--- src/design/mexp_pkg.sv ---
package mexp_pkg;

    // Default widths of the modulus and the exponent
    localparam int MOD_WIDTH_DEF = 31;
    localparam int EXP_WIDTH_DEF = 63;

    // Width of the base operand; the multiplier register holds one full base
    localparam int BASE_W = 32;

    // Step counter: must hold BASE_W itself
    localparam int CNT_W = $clog2(BASE_W + 1);

    typedef enum logic [2:0] {
        S_IDLE,
        S_RED,
        S_CHECK,
        S_MUL,
        S_SQR,
        S_DONE
    } t_state;

    typedef struct packed {
        logic load;
        logic start_mul;
        logic start_sqr;
        logic step;
        logic wb_acc;
        logic wb_base;
        logic shift_exp;
    } t_cmd;

    typedef struct packed {
        logic mod_lt2;
        logic exp_zero;
        logic exp_lsb;
        logic last;
    } t_status;

endpackage

--- src/design/mexp_ctrl.sv ---
module mexp_ctrl (
    input  logic             i_clk,
    input  logic             i_rst_n,
    input  logic             i_start,
    input  mexp_pkg::t_status i_sts,
    output mexp_pkg::t_cmd   o_cmd,
    output logic             o_busy,
    output logic             o_done
);
    import mexp_pkg::*;

    t_state r_state;
    t_state n_state;

    always_ff @(posedge i_clk) begin
        if (!i_rst_n) begin
            r_state <= S_IDLE;
        end else begin
            r_state <= n_state;
        end
    end

    always_comb begin
        n_state = r_state;
        o_cmd   = '0;
        o_busy  = (r_state != S_IDLE);
        o_done  = 1'b0;
        case (r_state)
            S_IDLE: begin
                if (i_start) begin
                    o_cmd.load = 1'b1;
                    n_state    = i_sts.mod_lt2 ? S_DONE : S_RED;
                end
            end
            S_RED: begin
                o_cmd.step = 1'b1;
                if (i_sts.last) begin
                    o_cmd.wb_base = 1'b1;
                    n_state       = S_CHECK;
                end
            end
            S_CHECK: begin
                if (i_sts.exp_zero) begin
                    n_state = S_DONE;
                end else if (i_sts.exp_lsb) begin
                    o_cmd.start_mul = 1'b1;
                    n_state         = S_MUL;
                end else begin
                    o_cmd.start_sqr = 1'b1;
                    n_state         = S_SQR;
                end
            end
            S_MUL: begin
                o_cmd.step = 1'b1;
                if (i_sts.last) begin
                    // base is untouched by this multiply: chain the square
                    o_cmd.wb_acc    = 1'b1;
                    o_cmd.start_sqr = 1'b1;
                    n_state         = S_SQR;
                end
            end
            S_SQR: begin
                o_cmd.step = 1'b1;
                if (i_sts.last) begin
                    o_cmd.wb_base   = 1'b1;
                    o_cmd.shift_exp = 1'b1;
                    n_state         = S_CHECK;
                end
            end
            S_DONE: begin
                o_done  = 1'b1;
                n_state = S_IDLE;
            end
            default: begin
                n_state = S_IDLE;
            end
        endcase
    end

endmodule

--- src/design/mexp_datapath.sv ---
module mexp_datapath #(
    parameter int MOD_WIDTH = mexp_pkg::MOD_WIDTH_DEF,
    parameter int EXP_WIDTH = mexp_pkg::EXP_WIDTH_DEF
) (
    input  logic                      i_clk,
    input  logic                      i_rst_n,
    input  logic                      i_cfg_we,
    input  logic [MOD_WIDTH-1:0]      i_cfg_data,
    input  logic                      i_op,
    input  logic [mexp_pkg::BASE_W-1:0] i_base_value,
    input  logic [EXP_WIDTH-1:0]      i_exponent,
    input  mexp_pkg::t_cmd            i_cmd,
    output mexp_pkg::t_status         o_sts,
    output logic [MOD_WIDTH-1:0]      o_result
);
    import mexp_pkg::*;

    localparam int EW   = (EXP_WIDTH > MOD_WIDTH) ? EXP_WIDTH : MOD_WIDTH;
    localparam int PAD  = BASE_W - MOD_WIDTH;
    localparam int SW   = MOD_WIDTH + 3;

    logic [MOD_WIDTH-1:0] r_mod;
    logic [MOD_WIDTH-1:0] r_acc;
    logic [MOD_WIDTH-1:0] r_base;
    logic [EW-1:0]        r_exp;
    logic [MOD_WIDTH-1:0] r_prod;
    logic [MOD_WIDTH-1:0] r_mcand;
    logic [BASE_W-1:0]    r_mplr;
    logic [CNT_W-1:0]     r_cnt;

    logic [SW-1:0]        w_sum;
    logic [SW-1:0]        w_sub1;
    logic [SW-1:0]        w_sub2;
    logic [MOD_WIDTH-1:0] n_prod;
    logic [MOD_WIDTH-1:0] w_mul_src;

    // One multiplier bit per cycle, MSB first: prod = 2*prod + bit*mcand mod m.
    // prod, mcand < m, so the sum stays below 3m; pick among sum, sum-m, sum-2m.
    always_comb begin
        w_sum  = {2'b00, r_prod, 1'b0}
               + (r_mplr[BASE_W-1] ? {3'b000, r_mcand} : '0);
        w_sub1 = w_sum - {3'b000, r_mod};
        w_sub2 = w_sum - {2'b00, r_mod, 1'b0};
        if (!w_sub2[SW-1]) begin
            n_prod = w_sub2[MOD_WIDTH-1:0];
        end else if (!w_sub1[SW-1]) begin
            n_prod = w_sub1[MOD_WIDTH-1:0];
        end else begin
            n_prod = w_sum[MOD_WIDTH-1:0];
        end
    end

    assign w_mul_src = i_cmd.start_mul ? r_acc : r_base;

    always_ff @(posedge i_clk) begin
        if (!i_rst_n) begin
            r_mod <= {MOD_WIDTH{1'b1}};
        end else if (i_cfg_we) begin
            r_mod <= i_cfg_data;
        end
    end

    always_ff @(posedge i_clk) begin
        if (i_cmd.load) begin
            // base mod m is computed as 1 * base over all base bits
            r_prod  <= '0;
            r_mcand <= MOD_WIDTH'(1);
            r_mplr  <= i_base_value;
            r_cnt   <= CNT_W'(BASE_W);
        end else if (i_cmd.start_mul || i_cmd.start_sqr) begin
            r_prod  <= '0;
            r_mcand <= w_mul_src;
            r_mplr  <= {r_base, {PAD{1'b0}}};
            r_cnt   <= CNT_W'(MOD_WIDTH);
        end else if (i_cmd.step) begin
            r_prod  <= n_prod;
            r_mplr  <= {r_mplr[BASE_W-2:0], 1'b0};
            r_cnt   <= r_cnt - CNT_W'(1);
        end

        if (i_cmd.load) begin
            r_acc <= (r_mod < MOD_WIDTH'(2)) ? '0 : MOD_WIDTH'(1);
        end else if (i_cmd.wb_acc) begin
            r_acc <= n_prod;
        end

        if (i_cmd.wb_base) begin
            r_base <= n_prod;
        end

        if (i_cmd.load) begin
            r_exp <= i_op ? EW'(r_mod - MOD_WIDTH'(2)) : EW'(i_exponent);
        end else if (i_cmd.shift_exp) begin
            r_exp <= {1'b0, r_exp[EW-1:1]};
        end
    end

    assign o_sts.mod_lt2  = (r_mod < MOD_WIDTH'(2));
    assign o_sts.exp_zero = (r_exp == '0);
    assign o_sts.exp_lsb  = r_exp[0];
    assign o_sts.last     = (r_cnt == CNT_W'(1));
    assign o_result       = r_acc;

endmodule

--- src/design/modular_exponentiation_core.sv ---
// Modular exponentiation core: computes base^exponent mod modulus by
// right-to-left square-and-multiply, or the Fermat inverse base^(modulus-2)
// when i_op is high (exponent ignored; a prime modulus is assumed). The
// modulus is a register written through i_cfg_we / i_cfg_data, resetting to
// all ones; write it only while busy is low. An item is taken on a clock edge
// where start is high and busy is low. The result beat appears on o_result for
// exactly one cycle with o_done high; the receiver cannot stall it, so sample
// it on that cycle. All arithmetic runs on one bit-serial modular multiplier
// that consumes one multiplier bit per cycle. An item first reduces the base,
// then for each exponent bit up to the highest set bit multiplies (if the bit
// is set) and squares. A modulus of 0 or 1 yields 0 in the cycle after the
// accepting edge.
module modular_exponentiation_core #(
    parameter int MOD_WIDTH = mexp_pkg::MOD_WIDTH_DEF,
    parameter int EXP_WIDTH = mexp_pkg::EXP_WIDTH_DEF
) (
    input  logic                          i_clk,
    input  logic                          i_rst_n,
    // command channel
    input  logic                          start,
    output logic                          busy,
    input  logic                          i_op,
    input  logic [mexp_pkg::BASE_W-1:0]   i_base_value,
    input  logic [EXP_WIDTH-1:0]          i_exponent,
    // modulus register
    input  logic                          i_cfg_we,
    input  logic [MOD_WIDTH-1:0]          i_cfg_data,
    // result beat
    output logic                          o_done,
    output logic [MOD_WIDTH-1:0]          o_result
);
    import mexp_pkg::*;

    t_cmd    w_cmd;
    t_status w_sts;

    // Sequencer: reduce base, then per exponent bit multiply (if set) and square
    mexp_ctrl u_ctrl (
        .i_clk   (i_clk),
        .i_rst_n (i_rst_n),
        .i_start (start),
        .i_sts   (w_sts),
        .o_cmd   (w_cmd),
        .o_busy  (busy),
        .o_done  (o_done)
    );

    // Operand registers, modulus register and the shared modular multiplier
    mexp_datapath #(
        .MOD_WIDTH (MOD_WIDTH),
        .EXP_WIDTH (EXP_WIDTH)
    ) u_dp (
        .i_clk        (i_clk),
        .i_rst_n      (i_rst_n),
        .i_cfg_we     (i_cfg_we),
        .i_cfg_data   (i_cfg_data),
        .i_op         (i_op),
        .i_base_value (i_base_value),
        .i_exponent   (i_exponent),
        .i_cmd        (w_cmd),
        .o_sts        (w_sts),
        .o_result     (o_result)
    );

endmodule

--- config.mk ---
export PLATFORM = sky130hd
export DESIGN_NAME = modular_exponentiation_core
export DESIGN_NICKNAME = d
export VERILOG_FILES = /design/src/design/mexp_pkg.sv /design/src/design/mexp_ctrl.sv /design/src/design/mexp_datapath.sv /design/src/design/modular_exponentiation_core.sv
export SDC_FILE = /design/constraint.sdc
export NUM_CORES = 1
export LEC_CHECK = 0
export BUFFER_PORTS_ARGS = -buffer_cell sky130_fd_sc_hd__buf_2
export CAP_MARGIN = 20
export CORE_MARGIN = 3
export CORE_UTILIZATION = 55
export DETAILED_ROUTE_END_ITERATION = 8
export PLACE_DENSITY = 0.72
export SYNTH_ARGS = -nofsm -noshare
export SYNTH_HDL_FRONTEND = slang
export SYNTH_SLANG_ARGS = --single-unit
--- constraint.sdc ---
create_clock -name i_clk -period 16.1 [get_ports i_clk]
set_clock_uncertainty 0.2 [all_clocks]
set_input_delay 1.61 -clock i_clk [delete_from_list [all_inputs] [get_ports i_clk]]
set_output_delay 1.61 -clock i_clk [all_outputs]
set_load 0.01 [all_outputs]
# --- Word-level counts from Yosys, hierarchy flattened ---
# Cells that the tools add are included.
totals:
  wordCells: 72
  out_inout_bits: 33
  ram_bits: 0
  rom_bits: 0
  latch_bits: 0
  mem_count: 0
  register_bits: 259
op_classes:
  div: 0
  n_mul: 0
  eq_ne: 9
  n_mux: 36
  magnitude_cmp: 1
  n_bitwise: 0
  shift: 0
  n_addsub: 5
  reduce_logical: 12
op_table:
  columns: ["op", "n"]
  rows:
  - ["63-bit 2-to-1 mux", 3]
  - ["31-bit 2-to-1 mux", 6]
  - ["32-bit 2-to-1 mux", 3]
  - ["63-bit logical NOT", 1]
  - ["32-bit by 34-bit adder with 34-bit output", 1]
  - ["34-bit by 31-bit subtractor with 34-bit output", 1]
  - ["34-bit by 32-bit subtractor with 34-bit output", 1]
  - ["31-bit by 2-bit subtractor with 32-bit output (second input constant)", 1]
  - ["31-bit by 2-bit less-than comparator with 1-bit output (second input constant)", 1]
  - ["3-bit 2-to-1 mux", 6]
  - ["6-bit 2-to-1 mux", 2]
  - ["3-bit case mux with 4 select lines", 1]
  - ["1-bit 2-to-1 mux", 11]
  - ["3-bit by 2-bit == test with 1-bit output (second input constant)", 2]
  - ["3-bit == test (second input constant)", 2]
  - ["6-bit by 1-bit == test with 1-bit output (second input constant)", 1]
  - ["2-bit nonzero test", 3]
  - ["3-bit nonzero test", 2]
  - ["6-bit by 1-bit subtractor with 6-bit output (second input constant)", 1]
  - ["2-bit 2-to-1 mux", 2]
  - ["2-bit by 1-bit inequality test with 1-bit output (second input constant)", 2]
  - ["1-bit case mux with 2 select lines", 2]
  - ["2-bit OR reduction", 2]
  - ["3-bit by 1-bit == test with 1-bit output (second input constant)", 1]
  - ["other kinds (5)", 5]

# --- Depth between registers and ports, before layout ---
logic_depth:
  depth_word: 7
  ltp_mapped: 25

# --- Hierarchy ---
# Synthesis repeated with hierarchy kept, for this count alone.
unflattened:
  cells_unflattened: 1884
  hier_area_um2: 17018.8
modules_own_cells:
  columns: ["module", "area_per_inst_um2", "seq_area_each_um2", "n_inst", "cells_per_inst"]
  rows:
  - ["mexp_datapath", 16738.6, 6696.4, 1, 1846]
  - ["mexp_ctrl", 280.3, 60.1, 1, 38]

# --- Worst setup path after synthesis ---
# No wires, ideal clock.
synth_path:
  path_type: "input -> register"
  startpoint: "input start"
  endpoint: "register u_dp.r_exp[0], enable pin"
  arrival_time_ns: 6.212
  cell_stages: 2
  setup_slack_ns: 9.107
  cell_sequence: "nand2b_1 a21boi_0"
synth_via:
  elab_chain_len: 3
synth_lines:
  columns: ["item", "line", "text"]
  rows:
  - ["start: declaration", "modular_exponentiation_core.sv:20", "input logic start,"]
  - ["1-bit 2-to-1 mux", "mexp_ctrl.sv:30", "if (i_start) begin"]
  - ["1-bit 2-to-1 mux", "mexp_ctrl.sv:28", "case (r_state)"]
  - ["2-bit nonzero test (no line)", null, null]
  - ["end signal: assignment", "mexp_datapath.sv:92", "r_exp <= i_op ? EW'(r_mod - MOD_WIDTH'(2)) : EW'(i_exponent);"]
  - ["end signal: assignment", "mexp_datapath.sv:94", "r_exp <= {1'b0, r_exp[EW-1:1]};"]
  - ["end: declaration", "mexp_datapath.sv:25", "logic [EW-1:0] r_exp;"]
# Every way passes these cells.
# A chain may end at the register's enable or synchronous reset.

# --- Worst setup path in the final report ---
layout_path:
  startpoint: "register u_dp.r_mplr[31]"
  endpoint: "register u_dp.r_acc[2] (netlist: u_dp.o_result[2]), data pin"
layout_via:
  elab_chain_len: 7
  elab_cells_between_ends: 8
layout_lines:
  columns: ["item", "line", "text"]
  rows:
  - ["start: declaration", "mexp_datapath.sv:28", "logic [BASE_W-1:0] r_mplr;"]
  - ["start signal: assignment", "mexp_datapath.sv:68", "r_mplr <= i_base_value;"]
  - ["start signal: assignment", "mexp_datapath.sv:73", "r_mplr <= {r_base, {PAD{1'b0}}};"]
  - ["start signal: assignment", "mexp_datapath.sv:77", "r_mplr <= {r_mplr[BASE_W-2:0], 1'b0};"]
  - ["31-bit 2-to-1 mux *", "mexp_datapath.sv:41", "+ (r_mplr[BASE_W-1] ? {3'b000, r_mcand} : '0);"]
  - ["32-bit by 34-bit adder with 34-bit output *", "mexp_datapath.sv:41", null]
  - ["34-bit by 31-bit subtractor with 34-bit output", "mexp_datapath.sv:42", "w_sub1 = w_sum - {3'b000, r_mod};"]
  - ["31-bit 2-to-1 mux", "mexp_datapath.sv:46", "end else if (!w_sub1[SW-1]) begin"]
  - ["31-bit 2-to-1 mux *", "mexp_datapath.sv:44", "if (!w_sub2[SW-1]) begin"]
  - ["31-bit 2-to-1 mux *", "mexp_datapath.sv:83", "end else if (i_cmd.wb_acc) begin"]
  - ["31-bit 2-to-1 mux *", "mexp_datapath.sv:81", "if (i_cmd.load) begin"]
  - ["end signal: assignment", "mexp_datapath.sv:82", "r_acc <= (r_mod < MOD_WIDTH'(2)) ? '0 : MOD_WIDTH'(1);"]
  - ["end signal: assignment", "mexp_datapath.sv:84", "r_acc <= n_prod;"]
  - ["end: declaration", "mexp_datapath.sv:23", "logic [MOD_WIDTH-1:0] r_acc;"]
# Mark *: on every way between the ends. The rest lies on a longest branch, timed or not. The select of a mux whose other input is x is not followed.

==> impl_summary.txt <==
----------------------------------------------------
[Yosys]
  Most instantiated cells after synthesis ... sky130_fd_sc_hd__nand2_1 (238), sky130_fd_sc_hd__nor2_1 (164), sky130_fd_sc_hd__edfxtp_1 (157)
  Top-area cell type share of the netlist area ... 28.7%
  Mapped Avg Cell Area ... 8.97 µm²
  Count of cell types in the netlist ... 78
  Number of warnings reported in the yosys synthesis log ... 0
  Top_reg_cell synth ... sky130_fd_sc_hd__edfxtp_1
  Cell count after synthesis ... 1,831
  Part of the Yosys area used for sequential elements ... 41.2%
  Cell with the most instances after synthesis ... sky130_fd_sc_hd__nand2_1
  FFs w/ async S/R, synth ... 0%
  Synthesized netlist net count ... 2,060
  Largest cells by area after synthesis ... sky130_fd_sc_hd__edfxtp_1 (29%), sky130_fd_sc_hd__dfxtp_1 (12%), sky130_fd_sc_hd__ha_1 (7.2%)
  Area leader, netlist ... sky130_fd_sc_hd__edfxtp_1
  Number of enable flip-flop cells after synthesis ... 157
  Summed instance area of the synthesized netlist ... 0.0164 mm²
  FF+latch count, synth ... 259

[Final layout]
  Net count reported at finish ... 2,172
  Diodes inserted ... 0
  Layout cell share with drive strength beyond 1 ... 13.5%
  Final instance count without filler cells ... 2,350
  Area Overhead vs Synth ... 12.7%

[Pwr]
  Net switching power ... 0.503 mW
  Total power divided by cell area ... 96.7 mW/mm²
  Power share of the sequential group ... 46.1%
  Pleak ... 7.73 nW
  Switching part of the total power ... 28.1%
  Int Power ... 1.29 mW
  Worst supply voltage drop on vdd ... 68.3 µV
  Combinational share of power ... 15.5%
  Fraction of power consumed by the clock network ... 38.4%
  Overall power consumption ... 1.79 mW

[Global route]
  Initial antenna violation count ... 0
  Aggregate global-route resource usage ... 27.5%
  Wire length of the first global-routing pass ... 70,400 µm
  Final global-route overflow total ... 0
  Number of global-route vias before repair ... 13,500
  Maximum number of pins on one net before global-route repair ... 125

[Detailed routing]
  Overall routed net length ... 44,700 µm
  Number of design-rule violations left by the first detailed-router iteration ... 998
  First-pass DRT Iterations ... 7
  ANT nets after route ... 0
  DRC errors left ... 0
  Number of vias in the routed layout ... 14,200
  Average via count per standard cell ... 6.03
  WL per Instance ... 19.0 µm

[Place]
  Worst slack at placement ... 8.73 ns
  Quantity of I/O buffers inserted on ports ... 163
  Placed insts ... 2,294
  HPWL reported at the end of detailed placement ... 32,600 µm
  Final RePlAce weighted congestion ... 0.966

[CTS]
  Level count of the clock H-tree ... 1
  Clock buffers created by TritonCTS ... 29
  Clock Tree Buf Depth ... 3
  Post-cts gate resize count ... 0
  Number of setup buffers added after CTS ... 0
  Root buffer cell ... sky130_fd_sc_hd__clkbuf_16
  CTS sink cnt ... 259
  Clock tree from TritonCTS ... built
  Clock latency on the worst-skew pair ... 0.57 ns
  Hold-fix buffers at CTS ... 0
  Clock transition at the registers of the reported paths ... 0.06 ns

[Critical path]
  CP endpoint kind ... register
  Arrival time at the worst endpoint ... 7.52 ns
  Class of the most critical setup path ... reg -> reg
  Data required, critical path ... 16.21 ns
  Critical path startpoint category ... register
  Largest driver fanout on the critical path ... 31

[Flow run]
  Number of max-cap violations ... 0

[STA]
  Minimum hold slack ... 0.263 ns
  Final Hold Viols ... 0
  Fmax ... 0.135 GHz
  Final worst path period share ... 46.0%
  Post-layout min period ... 7.41 ns
  Count of endpoints failing setup in the final report ... 0
  Unrepaired setup endpoints after global routing ... false
  Transition time at the pin with the least slew margin ... 1.04 ns
  Smallest setup slack after layout ... 8.69 ns
  Worst slew margin ... 30.7%
  Setup TNS after final layout ... 0 ns
  Number of pins exceeding their max-slew limit in the final report ... 0

[Floorplan]
  Standard-cell row count ... 62
  Starting Density ... 56.4%
  Die H ... 179 µm
  Top Ports ... 164
  Die boundary width ... 179 µm
  Die area ... 0.0320 mm²
  Core area ... 0.0291 mm²

[Hold path]
  Classification of the worst-slack hold path ... reg -> reg

[Outcome]
  Status ... finished clean

----------------------------------------------------
flip-flops by register name, summed over array words and instances (netlist names), 6 cells and up:
| name | cells |
|---|---|
| u_dp.r_mplr | 32 |
| u_dp.r_mcand | 31 |
| u_dp.r_base | 31 |
| u_dp.o_result | 31 |
| u_dp.r_exp | 63 |
| u_dp.r_cnt | 6 |
| u_dp.r_mod | 31 |
| u_dp.r_prod | 31 |
per-stage QoR:
step	cell area [µm²]	utilization, %
after global placement	17500	60.0
after detailed placement	17500	60.0
after floorplan	16400	-
after CTS	18500	63.4
after global routing	18500	63.6
final	18500	63.6
cells in the final DEF (no fill, tap or decap), drive strengths merged, types with 38 or more instances in the layout:
| cell type | count |
|---|---|
| nand2 | 239 |
| buf | 175 |
| nor2 | 164 |
| o21ai | 158 |
| edfxtp | 157 |
| a21oi | 140 |
| dfxtp | 102 |
| ha | 95 |
| xnor2 | 74 |
| inv | 62 |
| and2 | 62 |
| mux2i | 42 |
| o211ai | 40 |
| a31oi | 39 |
| clkbuf | 38 |
area by class of cell:
type / instances / area, µm²
clock buffer: 37 / 838
clock inverter: 17 / 169
fill: 2539 / 10600
inverter: 61 / 229
multi-input combinational: 1416 / 9090
sequential: 259 / 6760
tap: 384 / 480
timing repair buffer: 176 / 951
path summary, 6_finish.rpt:
check        depth (start not counted)               end       startpoint  slack (ns)
max                                 23  u_dp.o_result[2]  u_dp.r_mplr[31]        8.69
min                                  2    u_dp.r_prod[7]   u_dp.r_prod[7]        0.26
max reg2reg                         23  u_dp.o_result[2]  u_dp.r_mplr[31]        8.69
min reg2reg                          2    u_dp.r_prod[7]   u_dp.r_prod[7]        0.26
routing by layer:
layer  track usage (%)  wire [µm]  vias to the layer above
met2              47.0      21900                      395
met4              11.3       1900                        0
met1              35.8      19000                     6751
met5                 0          0                        -
li1                  -          -                     6917
met3              2.58       1930                      114
logic make-up after synthesis:
group	share of synthesized area [%]
AO/OA/AOI/OAI	21.4
XOR/XNOR	5.70
adder cells (fa/ha/maj)	7.61
buffers and inverters	3.85
flip-flops	41.2
multiplexers	3.06
AND/OR/NAND/NOR	17.2
worst max-delay path, cell delays in order (launching register included):
cell and delay (ns):
sky130_fd_sc_hd__edfxtp_1 0.73, sky130_fd_sc_hd__and2_1 0.32, sky130_fd_sc_hd__ha_1 0.23, sky130_fd_sc_hd__fa_1 0.41
sky130_fd_sc_hd__a21oi_1 0.21, sky130_fd_sc_hd__o21ai_1 0.12, sky130_fd_sc_hd__a2111oi_0 0.79, sky130_fd_sc_hd__o2111ai_1 0.21
sky130_fd_sc_hd__nand3_1 0.24, sky130_fd_sc_hd__nand2b_1 0.08, sky130_fd_sc_hd__a21oi_1 0.17, sky130_fd_sc_hd__xnor2_1 0.15
sky130_fd_sc_hd__ha_1 0.27, sky130_fd_sc_hd__a21o_1 0.19, sky130_fd_sc_hd__a21o_1 0.18, sky130_fd_sc_hd__a21oi_1 0.21
sky130_fd_sc_hd__nor2b_1 0.07, sky130_fd_sc_hd__o21a_1 0.18, sky130_fd_sc_hd__or4b_4 0.49, sky130_fd_sc_hd__a41oi_4 0.25
sky130_fd_sc_hd__nand2_2 0.62, sky130_fd_sc_hd__mux2_4 0.54, sky130_fd_sc_hd__mux2i_4 0.16, sky130_fd_sc_hd__nor2_1 0.07
power by group through the flow:
stage,Combinational (mW),Sequential [mW],Clock (mW)
CTS,0.279,0.824,0.698
global route,0.311,0.832,0.723
floorplan,0.192,0.827,0
global placement,0.270,0.836,0
detailed placement,0.276,0.837,0
finish,0.278,0.825,0.688
Power figures use the tool's default switching activity.
